===== config.mk =====
export PLATFORM = sky130hd
export DESIGN_NAME = sof_length_xor_frame_parser_flat
export DESIGN_NICKNAME = d
export VERILOG_FILES = /design/src/hw/rtl/slx_pkg.sv /design/src/hw/rtl/slx_byte_if.sv /design/src/hw/rtl/slx_result_if.sv /design/src/hw/rtl/slx_cfg_if.sv /design/src/hw/rtl/sof_length_xor_frame_parser.sv /design/src/hw/rtl/slx_cfg_regs.sv /design/src/flat_wrapper.sv
export VERILOG_INCLUDE_DIRS = /design/src /design/src/hw/rtl
export SDC_FILE = /design/constraint.sdc
export NUM_CORES = 1
export LEC_CHECK = 0
export BUFFER_PORTS_ARGS = -buffer_cell sky130_fd_sc_hd__clkbuf_2
export CAP_MARGIN = 20
export CORE_ASPECT_RATIO = 0.8
export CORE_MARGIN = 2
export CORE_UTILIZATION = 40
export DETAILED_ROUTE_END_ITERATION = 7
export MAX_ROUTING_LAYER = met4
export PLACE_DENSITY = 0.57
export SLEW_MARGIN = 20
export SYNTH_ARGS = -nofsm -noshare
export SYNTH_HDL_FRONTEND = slang
export SYNTH_SLANG_ARGS = --single-unit

===== constraint.sdc =====
create_clock -name clk -period 8 [get_ports clk]
set_input_delay 1.6 -clock clk [delete_from_list [all_inputs] [get_ports clk]]
set_output_delay 1.6 -clock clk [all_outputs]
set_load 0.02 [all_outputs]

===== src/hw/rtl/sof_length_xor_frame_parser_defines.svh =====
// Assertion helpers used by the frame parser module.
// Each macro expects clk and rst_n in scope.
`ifndef SOF_LENGTH_XOR_FRAME_PARSER_DEFINES_SVH
`define SOF_LENGTH_XOR_FRAME_PARSER_DEFINES_SVH

// Same-cycle implication, checked outside reset.
`define SLX_ASSERT_NOW(label, ante, cons) \
    label: assert property (@(posedge clk) disable iff (!rst_n) (ante) |-> (cons)) \
        else $error("frame parser check failed");

// Next-cycle implication, checked outside reset.
`define SLX_ASSERT_NEXT(label, ante, cons) \
    label: assert property (@(posedge clk) disable iff (!rst_n) (ante) |=> (cons)) \
        else $error("frame parser check failed");

`endif


===== src/hw/rtl/slx_pkg.sv =====
package slx_pkg;

    localparam int unsigned CFG_IDX_W = 3;

    localparam logic [CFG_IDX_W-1:0] REG_SOF_PRIMARY   = 3'd0;
    localparam logic [CFG_IDX_W-1:0] REG_SOF_ALTERNATE = 3'd1;
    localparam logic [CFG_IDX_W-1:0] REG_ALT_SOF_EN    = 3'd2;
    localparam logic [CFG_IDX_W-1:0] REG_MAX_PAYLOAD   = 3'd3;

    localparam logic [7:0] SOF_PRIMARY_RST   = 8'd254;
    localparam logic [7:0] SOF_ALTERNATE_RST = 8'd0;
    localparam logic       ALT_SOF_EN_RST    = 1'b1;
    localparam logic [7:0] MAX_PAYLOAD_RST   = 8'd128;

    // Body carries length byte and two command bytes ahead of the payload.
    localparam logic [7:0] BODY_EXTRA = 8'd3;
    // Longest length that keeps length + BODY_EXTRA within a byte.
    localparam logic [7:0] LEN_LIMIT  = 8'd252;

    typedef enum logic [1:0] {
        PH_HUNT = 2'd0,
        PH_LEN  = 2'd1,
        PH_BODY = 2'd2,
        PH_FCS  = 2'd3
    } phase_t;

    typedef enum logic [1:0] {
        KIND_BYTE   = 2'd0,
        KIND_GOOD   = 2'd1,
        KIND_BAD    = 2'd2,
        KIND_REJECT = 2'd3
    } kind_t;

    typedef struct packed {
        logic [7:0] sof_primary;
        logic [7:0] sof_alternate;
        logic       alt_sof_enable;
        logic [7:0] max_payload;
    } cfg_t;

endpackage


===== src/hw/rtl/slx_byte_if.sv =====
interface slx_byte_if;
    logic       valid;
    logic       ready;
    logic [7:0] rx_byte;

    modport source (output valid, output rx_byte, input ready);
    modport sink   (input valid, input rx_byte, output ready);
endinterface


===== src/hw/rtl/slx_result_if.sv =====
interface slx_result_if;
    logic       valid;
    logic       ready;
    logic [1:0] kind;
    logic [7:0] position;
    logic [7:0] value;
    logic       sof_kind;
    logic [7:0] frame_count;

    modport source (output valid, output kind, output position, output value,
                    output sof_kind, output frame_count, input ready);
    modport sink   (input valid, input kind, input position, input value,
                    input sof_kind, input frame_count, output ready);
endinterface


===== src/hw/rtl/slx_cfg_if.sv =====
interface slx_cfg_if;
    logic       valid;
    logic       ready;
    logic [2:0] index;
    logic [7:0] data;

    modport source (output valid, output index, output data, input ready);
    modport sink   (input valid, input index, input data, output ready);
endinterface


===== src/hw/rtl/sof_length_xor_frame_parser.sv =====
// A word that yields a result shows it in the cycle after it is accepted.
// Throughput: one word per cycle while the output is not stalled; the result register frees as it is taken.
// Rate is set by the single result register feeding the output channel.
// Reset (rst_n, async, low): hunt for a start byte, clear XOR/index/count,
// drop any pending result, load configuration reset values.
`include "sof_length_xor_frame_parser_defines.svh"

module sof_length_xor_frame_parser
    import slx_pkg::*;
(
    input  logic         clk,
    input  logic         rst_n,
    slx_byte_if.sink     rx,
    slx_result_if.source result,
    slx_cfg_if.sink      cfg
);

    cfg_t regs;

    slx_cfg_regs u_cfg_regs (
        .clk   (clk),
        .rst_n (rst_n),
        .cfg   (cfg),
        .regs  (regs)
    );

    // Frame tracking state.
    phase_t     phase_reg,       phase_next;
    logic [7:0] xor_reg,         xor_next;
    logic [7:0] byte_index_reg,  byte_index_next;
    logic [7:0] body_count_reg,  body_count_next;
    logic       start_kind_reg,  start_kind_next;

    // Result register.
    logic       out_valid_reg,   out_valid_next;
    kind_t      kind_reg,        kind_next;
    logic [7:0] position_reg,    position_next;
    logic [7:0] value_reg,       value_next;
    logic       sof_kind_reg,    sof_kind_next;
    logic [7:0] frame_count_reg, frame_count_next;

    logic       in_fire;
    logic       emit;
    kind_t      emit_kind;
    logic [7:0] emit_pos;
    logic [7:0] emit_fc;
    logic [7:0] index_inc;
    logic [7:0] b;

    // Take a word whenever the result register is empty or being drained.
    assign rx.ready  = !out_valid_reg || result.ready;
    assign in_fire   = rx.valid && rx.ready;
    assign b         = rx.rx_byte;
    assign index_inc = 8'(byte_index_reg + 8'd1);

    // Next frame state and the result caused by the incoming word.
    always_comb
    begin
        phase_next      = phase_reg;
        xor_next        = xor_reg;
        byte_index_next = byte_index_reg;
        body_count_next = body_count_reg;
        start_kind_next = start_kind_reg;
        emit            = 1'b0;
        emit_kind       = KIND_BYTE;
        emit_pos        = 8'd0;
        emit_fc         = 8'd0;

        case (phase_reg)
            PH_HUNT:
            begin
                // Primary wins when both start values match.
                if (b == regs.sof_primary)
                begin
                    start_kind_next = 1'b0;
                    phase_next      = PH_LEN;
                end
                else if (regs.alt_sof_enable && b == regs.sof_alternate)
                begin
                    start_kind_next = 1'b1;
                    phase_next      = PH_LEN;
                end
            end
            PH_LEN:
            begin
                emit = 1'b1;
                if (b > regs.max_payload || b > LEN_LIMIT)
                begin
                    // Oversized length: report and go back to hunting.
                    phase_next = PH_HUNT;
                    emit_kind  = KIND_REJECT;
                end
                else
                begin
                    xor_next        = b;
                    byte_index_next = 8'd1;
                    body_count_next = 8'(b + BODY_EXTRA);
                    phase_next      = PH_BODY;
                    emit_fc         = 8'(b + BODY_EXTRA);
                end
            end
            PH_BODY:
            begin
                emit            = 1'b1;
                xor_next        = xor_reg ^ b;
                emit_pos        = byte_index_reg;
                emit_fc         = body_count_reg;
                byte_index_next = index_inc;
                if (index_inc == body_count_reg)
                begin
                    phase_next = PH_FCS;
                end
            end
            PH_FCS:
            begin
                // Check byte against the running XOR of the body.
                emit       = 1'b1;
                phase_next = PH_HUNT;
                emit_kind  = (b == xor_reg) ? KIND_GOOD : KIND_BAD;
                emit_pos   = body_count_reg;
                emit_fc    = body_count_reg;
            end
            default:
            begin
                phase_next = PH_HUNT;
            end
        endcase
    end

    // Load, hold or drain the result register.
    always_comb
    begin
        out_valid_next   = out_valid_reg;
        kind_next        = kind_reg;
        position_next    = position_reg;
        value_next       = value_reg;
        sof_kind_next    = sof_kind_reg;
        frame_count_next = frame_count_reg;

        if (in_fire && emit)
        begin
            out_valid_next   = 1'b1;
            kind_next        = emit_kind;
            position_next    = emit_pos;
            value_next       = b;
            sof_kind_next    = start_kind_reg;
            frame_count_next = emit_fc;
        end
        else if (result.ready)
        begin
            out_valid_next = 1'b0;
        end
    end

    always_ff @(posedge clk or negedge rst_n)
    begin
        if (!rst_n)
        begin
            phase_reg      <= PH_HUNT;
            xor_reg        <= 8'd0;
            byte_index_reg <= 8'd0;
            body_count_reg <= 8'd0;
            start_kind_reg <= 1'b0;
            out_valid_reg  <= 1'b0;
        end
        else
        begin
            if (in_fire)
            begin
                phase_reg      <= phase_next;
                xor_reg        <= xor_next;
                byte_index_reg <= byte_index_next;
                body_count_reg <= body_count_next;
                start_kind_reg <= start_kind_next;
            end
            out_valid_reg <= out_valid_next;
        end
    end

    // Payload needs no reset; it is qualified by out_valid_reg.
    always_ff @(posedge clk)
    begin
        kind_reg        <= kind_next;
        position_reg    <= position_next;
        value_reg       <= value_next;
        sof_kind_reg    <= sof_kind_next;
        frame_count_reg <= frame_count_next;
    end

    assign result.valid       = out_valid_reg;
    assign result.kind        = kind_reg;
    assign result.position    = position_reg;
    assign result.value       = value_reg;
    assign result.sof_kind    = sof_kind_reg;
    assign result.frame_count = frame_count_reg;

    // A word is never taken while a stalled result would be overwritten.
    `SLX_ASSERT_NOW(a_no_overwrite, in_fire, !out_valid_reg || result.ready)
    // Inside the body the next index is always short of the body length.
    `SLX_ASSERT_NOW(a_body_index, phase_reg == PH_BODY, byte_index_reg < body_count_reg)
    // A rejection carries zero position and zero body length.
    `SLX_ASSERT_NOW(a_reject_zero, out_valid_reg && kind_reg == KIND_REJECT,
                    position_reg == 8'd0 && frame_count_reg == 8'd0)
    // The check byte always ends the frame.
    `SLX_ASSERT_NEXT(a_fcs_ends, in_fire && phase_reg == PH_FCS, phase_reg == PH_HUNT)

endmodule


===== src/hw/rtl/slx_cfg_regs.sv =====
module slx_cfg_regs
    import slx_pkg::*;
(
    input  logic       clk,
    input  logic       rst_n,
    slx_cfg_if.sink    cfg,
    output cfg_t       regs
);

    cfg_t regs_reg;
    cfg_t regs_next;

    assign cfg.ready = 1'b1;
    assign regs      = regs_reg;

    always_comb
    begin
        regs_next = regs_reg;
        if (cfg.valid)
        begin
            case (cfg.index)
                REG_SOF_PRIMARY:   regs_next.sof_primary    = cfg.data;
                REG_SOF_ALTERNATE: regs_next.sof_alternate  = cfg.data;
                REG_ALT_SOF_EN:    regs_next.alt_sof_enable = cfg.data[0];
                REG_MAX_PAYLOAD:   regs_next.max_payload    = cfg.data;
                default:           regs_next = regs_reg; // drop unknown index
            endcase
        end
    end

    always_ff @(posedge clk or negedge rst_n)
    begin
        if (!rst_n)
        begin
            regs_reg.sof_primary    <= SOF_PRIMARY_RST;
            regs_reg.sof_alternate  <= SOF_ALTERNATE_RST;
            regs_reg.alt_sof_enable <= ALT_SOF_EN_RST;
            regs_reg.max_payload    <= MAX_PAYLOAD_RST;
        end
        else
        begin
            regs_reg <= regs_next;
        end
    end

endmodule


===== src/flat_wrapper.sv =====
// flat-port wrapper written by rule: the top's interface ports become plain ports
module sof_length_xor_frame_parser_flat import slx_pkg::*;
  (clk, rst_n, rx_valid, rx_rx_byte, rx_ready, result_valid, result_kind, result_position, result_value, result_sof_kind, result_frame_count, result_ready, cfg_valid, cfg_index, cfg_data, cfg_ready);
  slx_byte_if rx_i ();
  slx_result_if result_i ();
  slx_cfg_if cfg_i ();
  input  logic clk;
  input  logic rst_n;
  input wire logic [$bits(rx_i.valid)-1:0] rx_valid;
  input wire logic [$bits(rx_i.rx_byte)-1:0] rx_rx_byte;
  output wire logic [$bits(rx_i.ready)-1:0] rx_ready;
  output wire logic [$bits(result_i.valid)-1:0] result_valid;
  output wire logic [$bits(result_i.kind)-1:0] result_kind;
  output wire logic [$bits(result_i.position)-1:0] result_position;
  output wire logic [$bits(result_i.value)-1:0] result_value;
  output wire logic [$bits(result_i.sof_kind)-1:0] result_sof_kind;
  output wire logic [$bits(result_i.frame_count)-1:0] result_frame_count;
  input wire logic [$bits(result_i.ready)-1:0] result_ready;
  input wire logic [$bits(cfg_i.valid)-1:0] cfg_valid;
  input wire logic [$bits(cfg_i.index)-1:0] cfg_index;
  input wire logic [$bits(cfg_i.data)-1:0] cfg_data;
  output wire logic [$bits(cfg_i.ready)-1:0] cfg_ready;
  assign rx_i.valid = rx_valid;
  assign rx_i.rx_byte = rx_rx_byte;
  assign rx_ready = rx_i.ready;
  assign result_valid = result_i.valid;
  assign result_kind = result_i.kind;
  assign result_position = result_i.position;
  assign result_value = result_i.value;
  assign result_sof_kind = result_i.sof_kind;
  assign result_frame_count = result_i.frame_count;
  assign result_i.ready = result_ready;
  assign cfg_i.valid = cfg_valid;
  assign cfg_i.index = cfg_index;
  assign cfg_i.data = cfg_data;
  assign cfg_ready = cfg_i.ready;
  sof_length_xor_frame_parser u_core (.clk(clk), .rst_n(rst_n), .rx(rx_i), .result(result_i), .cfg(cfg_i));
endmodule

==> results of run 1 <==
## worst min-delay path by stage
stage	end	cells after the start	start	slack, ps
final	u_core.result.sof_kind$_DFFE_PP_	0	u_core.start_kind_reg$_DFFE_PN0P_	460
after global routing	u_core.result.sof_kind$_DFFE_PP_	0	u_core.start_kind_reg$_DFFE_PN0P_	470
after CTS	u_core.result.sof_kind$_DFFE_PP_	0	u_core.start_kind_reg$_DFFE_PN0P_	450
after detailed placement	u_core.result.sof_kind$_DFFE_PP_	0	u_core.start_kind_reg$_DFFE_PN0P_	440
after global placement	u_core.result.sof_kind$_DFFE_PP_	0	u_core.start_kind_reg$_DFFE_PN0P_	450
after floorplan	u_core.result.sof_kind$_DFFE_PP_	0	u_core.start_kind_reg$_DFFE_PN0P_	430
## where the power goes
group	leakage, nW	total (W)	internal [W]	switching [W]
Sequential	0.889	0.000726	0.000569	0.000157
Clock	0.158	0.000446	0.000279	0.000167
Combinational	0.970	0.000628	0.000266	0.000362
Total	2.02	0.00180	0.00111	0.000686
## final cells by class
cell class,count,area [um2]
Fill cell,1028,5750
Sequential cell,80,2150
Multi-Input combinational cell,285,2040
Timing Repair Buffer,55,283
Clock buffer,13,282
Tap cell,144,180
Inverter,19,71.3
Clock inverter,3,46.3
## synth_stat cells, types with 2 or more instances
| master | number |
|---|---|
| o21ai_0 | 33 |
| inv_1 | 18 |
| and2_1 | 6 |
| a21o_1 | 2 |
| xor2_1 | 5 |
| ha_1 | 11 |
| o31ai_1 | 7 |
| nand3_1 | 11 |
| a21oi_1 | 14 |
| clkbuf_1 | 16 |
| xnor2_1 | 34 |
| o22ai_1 | 7 |
| edfxtp_1 | 27 |
| nor2_1 | 15 |
| a211oi_1 | 18 |
| nor2b_1 | 3 |
| o21a_1 | 2 |
| buf_4 | 7 |
| dfrtp_1 | 44 |
| a22oi_1 | 2 |
| nand2_1 | 34 |
| nor4_1 | 3 |
| nand4_1 | 6 |
| mux2i_1 | 9 |
| or4_1 | 2 |
| dfstp_2 | 9 |
| nand4b_1 | 2 |
| nor4bb_1 | 2 |
| a221o_1 | 3 |
| mux2_2 | 26 |
| or3_1 | 4 |
| and3_1 | 2 |
| nor3_1 | 3 |
| buf_2 | 7 |
## metrics by stage
step / worst slack, ps / cell area (um2) / utilization [%]
finish: 3500 / 5050 / 46.8
global route: 3390 / 5050 / 46.8
CTS: 3590 / 5050 / 46.8
detailed placement: 3230 / 4730 / 43.7
global placement: 3350 / 4730 / 43.7
floorplan: 3840 / 4420 / -
## layer usage
layer	share of wire (%)	up-vias
li1	-	1574
met1	48	1633
met2	45	86
met3	5.0	17
met4	1.3	0
met5	0	-
## critical path, cell delays in order
cell and delay (ps):
clkbuf_2 210, ha_1 370, and3_1 200, a221o_1 370, a22oi_1 780, nand2_1 690, a221o_1 510
## logic make-up (layout without fill, tap and decap cells)
logic type / after synthesis / count (layout) / synth area share, %
AO/OA/AOI/OAI: 99 / 99 / 14.7
XOR/XNOR: 39 / 39 / 7.73
adder cells (fa/ha/maj): 11 / 11 / 3.11
buffers and inverters: 50 / 90 / 5.21
flip-flops: 80 / 80 / 48.6
multiplexers: 35 / 35 / 8.66
other: 1 / 1 / 0.0848
AND/OR/NAND/NOR: 100 / 100 / 11.9
==> flow_summary_export.csv, run 1 <==
group,metric,value,unit
pwr,leakagePower,2.02,nW
placement,place.gp.congestion,0.872,
grt,busiest_layer,"met2",
critical_path,cp-start-kind,"primary input",
critical_path,cp_data_required_time,8230,ps
critical_path,startpoint,"rx_rx_byte[2]",
sta,final_hold_viol_count,0,
synth,yosysUniqueCellTypes,55,
floorplan,ioPinCount,54,
critical_path,r2r-start,"u_core.u_cfg_regs.regs[3]$_DFFE_PN0P_",
route,antenna_left,0,
final_layout,largest_reg_flops,25,
route,drc,0,
final_layout,fin_cells,599,
final_layout,layout-drive-gt1-share,24.8,%
final_layout,syn_to_final_growth,14.4,%
pwr,power.total,0.00180,W
floorplan,row_count,34,
route,vias,3310,
final_layout,final_nets,485,
synth,syn_area,0.00442,mm2
synth,syn_avg_cell_area,10.7,um2
synth,ys_seq_elements,80,
grt,grt_pass1_wl,17.4,mm
sta,finalSetupViolations,0,
grt,grt_usage,19.6,%
clocking,clock_path_buffers,2,
critical_path,endpoint,"u_core.byte_index_reg[6]$_DFFE_PN0P_",
sta,fin_skew,9.44,ps
route,drt-vias-per-instance,5.53,
sta,fin_crit_sh,56.2,%
clocking,root_buffer,"clkbuf_16",
critical_path,end_kind,"flop",
sta,worst_pin_slew,1020,ps
grt,antenna_found_initial,0,
floorplan,core_area,0.0108,mm2
clocking,cts_tree,"yes",
clocking,htreeDepth,3,
route,wl,10.7,mm
synth,synth_ff_type,"dfrtp_1",
critical_path,worstReg2RegEnd,"u_core.byte_index_reg[6]$_DFFE_PN0P_",
run_status,status,"complete, no violations",
critical_path,ff2ff_setup_slack,4630,ps
synth,synth_top_area_share,24.9,%
pwr,power.density,356,mW/mm2
route,drtPass1Iterations,5,
final_layout,layout_common_cells,"52 x clkbuf_2, 44 x dfrtp_1, 34 x nand2_1, 34 x xnor2_1, 33 x o21ai_0",
floorplan,fp.dieH,98.0,um
sta,relSlewSlack,31.9,%
route,wl_per_cell,17.9,um
synth,synth_nets,450,
placement,dp_hpwl,7.25,mm
clocking,postCtsSetupBuffers,0,
critical_path,reg2regPathDepth,7,
grt,met2_usage,29.3,%
pwr,ir_worst_vdd,0.000111,V
grt,use_met1,26.3,%
worst_hold_path,hp-class,"flop to flop",
placement,dp_cells,583,
synth,synth_seq_area_share,48.6,%
final_layout,layout_commonest_cell,"clkbuf_2",
floorplan,initial_core_util,40.9,%
clocking,ctsHoldBuffers,0,
floorplan,die_x,122,um
floorplan,dieArea,0.0119,mm2
clocking,clock_latency,340,ps
grt,grt_max_degree,54,
sta,max_freq,222,MHz
synth,async_reset_ff_share,66.3,%
synth,synth_largest_area_cell,"dfrtp_1",
clocking,numCtsBuffers,9,
grt,grt-ovfl-total,0,
critical_path,cp_max_fo,20,
synth,netlist_instances,415,
grt,grt_pass1_vias,3240,
sta,period_minus_slack,4500,ps
grt,met3_usage,4.85,%
sta,tns,0,ps
final_layout,diodes,0,
critical_path,arrival,4720,ps
flow_run,cap_violations,0,
synth,synth_area_leaders,"dfrtp_1 25%, edfxtp_1 18%, xnor2_1 6.7%, mux2_2 6.6%, dfstp_2 5.3%",
clocking,clk_pin_slew,60,ps
synth,ys_warn_count,0,
sta,rsz0062_at_grt,"no",
synth,synth_edf_count,27,
sta,whs,455,ps
clocking,cts-resized-gates,0,
sta,drv_slew,0,
clocking,clkSinkCount,80,
placement,port_buffers,52,
critical_path,worst-setup-path-type,"primary input to flop",
route,drt_iter0_markers,172,
No activity file was read; power rests on OpenSTA's default activity.
==> run 2: changes to the inputs <==
==> constraint.sdc (replaced) <==
create_clock -name clk -period 4.5 [get_ports clk]
set_input_delay 0.9 -clock clk [delete_from_list [all_inputs] [get_ports clk]]
set_output_delay 0.9 -clock clk [all_outputs]
set_load 0.02 [all_outputs]
==> run 2 against run 1 <==
Net effect:
- combinational power increased by 75%
- via count down 2.2%
- final cell count rose by 0.17%
- core utilization rose by 0.081 points
- critical endpoint is now u_core.result.frame_count[7]$_DFFE_PP_
==> flow_summary_export.csv, run 2 (synthesized netlist as in run 1, its figures left out) <==
group,metric,value,unit
run_status,status,"complete, no violations",
critical_path,arrival,3170,ps
clocking,numCtsBuffers,9,
critical_path,worstPathCellList,"clkbuf_2 -> inv_1 -> ha_1 -> or4_1 -> and2_1 -> nand2_1 -> o21ai_0",
clocking,clk_pin_slew,60,ps
sta,rsz0062_at_grt,"no",
sta,tns,0,ps
pwr,ir_worst_vdd,0.000245,V
route,wl,10.3,mm
sta,drv_slew,0,
clocking,cts_tree,"yes",
critical_path,end_kind,"flop",
clocking,cts-resized-gates,0,
clocking,htreeDepth,3,
sta,final_hold_viol_count,0,
final_layout,largest_reg_flops,25,
grt,grt_pass1_wl,17.0,mm
final_layout,fin_cells,600,
sta,fin_skew,9.55,ps
pwr,leakagePower,2.02,nW
placement,dp_hpwl,7.26,mm
clocking,clkSinkCount,80,
clocking,clock_latency,340,ps
route,drt_iter0_markers,199,
sta,worst_pin_slew,925,ps
sta,whs,449,ps
critical_path,critical_path.max_stage_delay,580,ps
route,wl_per_cell,17.1,um
clocking,clock_path_buffers,2,
route,drc,0,
clocking,root_buffer,"clkbuf_16",
sta,relSlewSlack,38.2,%
flow_run,cap_violations,0,
floorplan,die_x,122,um
floorplan,initial_core_util,40.9,%
critical_path,cp_data_required_time,4560,ps
route,drt-vias-per-instance,5.39,
floorplan,dieArea,0.0119,mm2
final_layout,layout-drive-gt1-share,24.8,%
route,antenna_left,0,
sta,finalSetupViolations,0,
final_layout,layout_common_cells,"52 x clkbuf_2, 44 x dfrtp_1, 34 x nand2_1, 34 x xnor2_1, 33 x o21ai_0",
route,vias,3236,
grt,grt_usage,19.0,%
floorplan,row_count,34,
sta,fin_crit_sh,69.0,%
clocking,postCtsSetupBuffers,0,
grt,grt_max_degree,54,
final_layout,diodes,0,
clocking,ctsHoldBuffers,0,
critical_path,crit_slowest_cell,"or4_1",
placement,port_buffers,52,
critical_path,worst-setup-path-type,"primary input to flop",
sta,max_freq,322,MHz
floorplan,ioPinCount,54,
pwr,power.density,628,mW/mm2
floorplan,fp.dieH,98.0,um
worst_hold_path,hp-class,"flop to flop",
grt,grt_pass1_vias,3176,
grt,antenna_found_initial,0,
final_layout,final_nets,486,
placement,dp_cells,584,
sta,period_minus_slack,3110,ps
final_layout,layout_commonest_cell,"clkbuf_2",
placement,place.gp.congestion,0.915,
critical_path,cp-start-kind,"primary input",
route,drtPass1Iterations,4,
final_layout,syn_to_final_growth,14.5,%
floorplan,core_area,0.0108,mm2
grt,grt-ovfl-total,0,
critical_path,cp_max_fo,20,
## run 2: cell count changes in the layout (fill, tap and decap cells not counted), sizes merged
cell	change
buf	+1
## run 2: path summary, 6_finish.rpt
path / from / to / slack, ps / cells after the start
hold / removal: u_core.start_kind_reg$_DFFE_PN0P_ / u_core.result.sof_kind$_DFFE_PP_ / 450 / 0
hold reg to reg: u_core.start_kind_reg$_DFFE_PN0P_ / u_core.result.sof_kind$_DFFE_PP_ / 450 / 0
setup / recovery: rx_rx_byte[0] / u_core.result.frame_count[7]$_DFFE_PP_ / 1390 / 7
max in group asynchronous: rst_n / u_core.xor_reg[5]$_DFFE_PN0P_ / 3340 / 2
min in group asynchronous: rst_n / u_core.u_cfg_regs.regs[12]$_DFFE_PN0P_ / 680 / 2
setup reg to reg: u_core.u_cfg_regs.regs[7]$_DFFE_PN1P_ / u_core.result.frame_count[7]$_DFFE_PP_ / 1840 / 8
## run 2: cell type report
cell class	instances	area, um2
Clock inverter	3	46.3
Sequential cell	80	2150
Multi-Input combinational cell	285	2040
Timing Repair Buffer	56	290
Tap cell	144	180
Clock buffer	13	283
Inverter	19	71.3
Fill cell	1030	5740
## run 2: stage by stage
stage	cell area, um2	util [%]	setup slack, ps	total power (W)
6_report	5060	46.9	1390	0.00318
3_3_place_gp	4730	43.8	1180	0.00238
4_1_cts	5060	46.9	1400	0.00320
3_5_place_dp	4730	43.8	1040	0.00240
5_1_grt	5060	46.9	1240	0.00339
2_1_floorplan	4420	-	1040	0.00212
## run 2: metal layers
layer	track usage, %	vias up	wire (um)
met1	25.6	1562	4830
met3	4.15	21	464
met2	28.0	80	4720
met4	7.60	0	266
li1	-	1573	-
met5	-	-	0
## run 2: worst max-delay path, delay by kind of cell
family	cells	cell delay (ps)
AND/OR/NAND/NOR	3	1420
buffers and inverters	2	410
adder cells (fa/ha/maj)	1	230
AO/OA/AOI/OAI	1	200
## run 2: power breakdown
part	total, W	switching (W)	internal (W)
registers	0.00129	0.000277	0.00101
logic	0.00110	0.000625	0.000476
clock network	0.000791	0.000291	0.000499
total	0.00318	0.00119	0.00199
==> run 3: changes to the inputs <==
--- a/config.mk
+++ b/config.mk
@@ -13,7 +13,7 @@
 export CORE_UTILIZATION = 40
 export DETAILED_ROUTE_END_ITERATION = 7
 export MAX_ROUTING_LAYER = met4
-export PLACE_DENSITY = 0.57
+export PLACE_DENSITY = 0.6
 export SLEW_MARGIN = 20
 export SYNTH_ARGS = -nofsm -noshare
 export SYNTH_HDL_FRONTEND = slang
==> constraint.sdc (replaced) <==
create_clock -name clk -period 2.8 [get_ports clk]
set_input_delay 0.56 -clock clk [delete_from_list [all_inputs] [get_ports clk]]
set_output_delay 0.56 -clock clk [all_outputs]
set_load 0.02 [all_outputs]
==> run 3 against run 2 <==
Net effect:
- global-route usage up 0.066 points
- first-iteration DRC count up 6.0%
- flip-flop and latch count unchanged
- critical path depth down 1
- final area up 2.3%
- final cell count up 3.5%
- register-to-register slack worse by 1500 ps
- non-clock buffer count up 21
- combinational power up 73%
- clock-buffer cell count down 2
- core utilization up 1.1 points
- power up 59%
==> flow_summary_export.csv, run 3 (synthesized netlist as in run 1, its figures left out) <==
group,metric,value,unit
sta,rsz0062_at_grt,"no",
worst_hold_path,hp-class,"primary input to async pin",
critical_path,critPathBufInv,0,
critical_path,critical_path.max_stage_delay,490,ps
pwr,power.total,0.00506,W
flow_run,cap_violations,0,
clocking,numCtsBuffers,9,
placement,port_buffers,52,
critical_path,worst-setup-path-type,"flop to flop",
grt,grt_max_degree,54,
clocking,clk_pin_slew,70,ps
route,drtPass1Iterations,4,
grt,grt_pass1_wl,17.0,mm
grt,antenna_found_initial,0,
final_layout,largest_reg_flops,25,
clocking,root_buffer,"clkbuf_16",
sta,tns,0,ps
floorplan,initial_core_util,40.9,%
run_status,status,"complete, no violations",
sta,finalSetupViolations,0,
final_layout,layout_common_cells,"52 x clkbuf_2, 44 x dfrtp_1, 34 x nand2_1, 34 x xnor2_1, 33 x o21ai_0",
final_layout,final_nets,507,
sta,fin_crit_sh,88.7,%
pwr,ir_worst_vdd,0.000418,V
critical_path,cp_data_required_time,3040,ps
route,drc,0,
route,drt-vias-per-instance,5.32,
route,antenna_left,0,
pwr,leakagePower,2.11,nW
clocking,clock_path_buffers,2,
floorplan,dieArea,0.0119,mm2
grt,grt_usage,19.1,%
final_layout,layout_commonest_cell,"clkbuf_2",
floorplan,core_area,0.0108,mm2
sta,drv_slew,0,
floorplan,die_x,122,um
clocking,clock_latency,340,ps
critical_path,arrival,2720,ps
final_layout,layout-drive-gt1-share,28.1,%
critical_path,worstPathCellList,"ha_1 -> nand3_2 -> or3_1 -> a2111o_1 -> o41a_1 -> o41ai_2",
route,wl_per_cell,16.4,um
sta,relSlewSlack,54.3,%
sta,final_hold_viol_count,0,
floorplan,ioPinCount,54,
critical_path,cp_top_family,"compound AO/OA/AOI/OAI gates",
clocking,htreeDepth,3,
grt,grt_pass1_vias,3304,
sta,whs,335,ps
sta,max_freq,402,MHz
clocking,cts_tree,"yes",
grt,grt-ovfl-total,0,
clocking,postCtsSetupBuffers,0,
route,drt_iter0_markers,211,
sta,fin_skew,11.5,ps
critical_path,end_kind,"flop",
final_layout,syn_to_final_growth,17.2,%
placement,dp_cells,605,
final_layout,num-fill-cells,1001,
placement,dp_hpwl,7.54,mm
final_layout,final_util,48.0,%
clocking,ctsHoldBuffers,0,
floorplan,fp.dieH,98.0,um
critical_path,r2r-start,"u_core.byte_index_reg[0]$_DFFE_PN0P_",
route,wl,10.2,mm
pwr,power.density,977,mW/mm2
clocking,clkSinkCount,80,
clocking,cts-resized-gates,0,
final_layout,diodes,0,
placement,place.gp.congestion,0.867,
critical_path,ff2ff_setup_slack,320,ps
floorplan,row_count,34,
sta,period_minus_slack,2480,ps
critical_path,crit_slowest_cell,"dfrtp_1",
critical_path,cp-start-kind,"flop",
route,vias,3304,
sta,worst_pin_slew,685,ps
critical_path,reg2regPathDepth,6,
final_layout,fin_cells,621,
critical_path,cp_max_fo,8,
critical_path,worstReg2RegEnd,"u_core.phase_reg[0]$_DFFE_PN0P_",
[run 3: layout make-up]
type / count / area [um2] / area share (%)
repair buffers: 77 / 448 / 8.64
clock buffers: 11 / 233 / 4.49
clock inverters: 5 / 57.6 / 1.11
well taps: 144 / 180 / 3.48
multi-input cells: 285 / 2040 / 39.4
inverters: 19 / 71.3 / 1.38
flip-flops and latches: 80 / 2150 / 41.5
[run 3: power by group]
group | leakage (nW) | switching, W | total (W) | internal [W]
Sequential | 0.889 | 0.000375 | 0.00200 | 0.00163
Combinational | 1.08 | 0.00107 | 0.00190 | 0.000834
Clock | 0.144 | 0.000467 | 0.00116 | 0.000693
[run 3: worst register-to-register path: cells and delay by family (launching register included)]
family / cells / cell delay (ps)
AOI/OAI and AO/OA: 3 / 1040
adders and majority gates: 1 / 350
DFF: 1 / 490
and+or+nand+nor: 2 / 500
[run 3: layer usage]
layer  vias up  GRT usage (%)  part of all wire (%)
li1       1612              -                     -
met1      1610           24.0                    46
met2        76           30.7                    47
met3         6           4.67                   5.4
met4         0           5.57                  0.91
met5         -              -                     0
[run 3: metrics by stage]
stage	cell area, um2	setup WS (ps)
2_1_floorplan	4420	117
3_3_place_gp	4890	265
3_5_place_dp	4890	201
4_1_cts	5180	321
5_1_grt	5180	196
6_report	5180	315
[run 3: worst max-delay path by stage]
stage	slack (ps)	to	startpoint	cells after the start
after floorplan	120	u_core.result.frame_count[0]$_DFFE_PP_	result_ready	6
after global placement	260	u_core.byte_index_reg[5]$_DFFE_PN0P_	rx_rx_byte[3]	8
after detailed placement	200	u_core.result.frame_count[0]$_DFFE_PP_	rx_rx_byte[1]	8
after CTS	320	u_core.phase_reg[0]$_DFFE_PN0P_	u_core.byte_index_reg[0]$_DFFE_PN0P_	6
after global routing	200	u_core.phase_reg[0]$_DFFE_PN0P_	u_core.byte_index_reg[0]$_DFFE_PN0P_	6
final	320	u_core.phase_reg[0]$_DFFE_PN0P_	u_core.byte_index_reg[0]$_DFFE_PN0P_	6
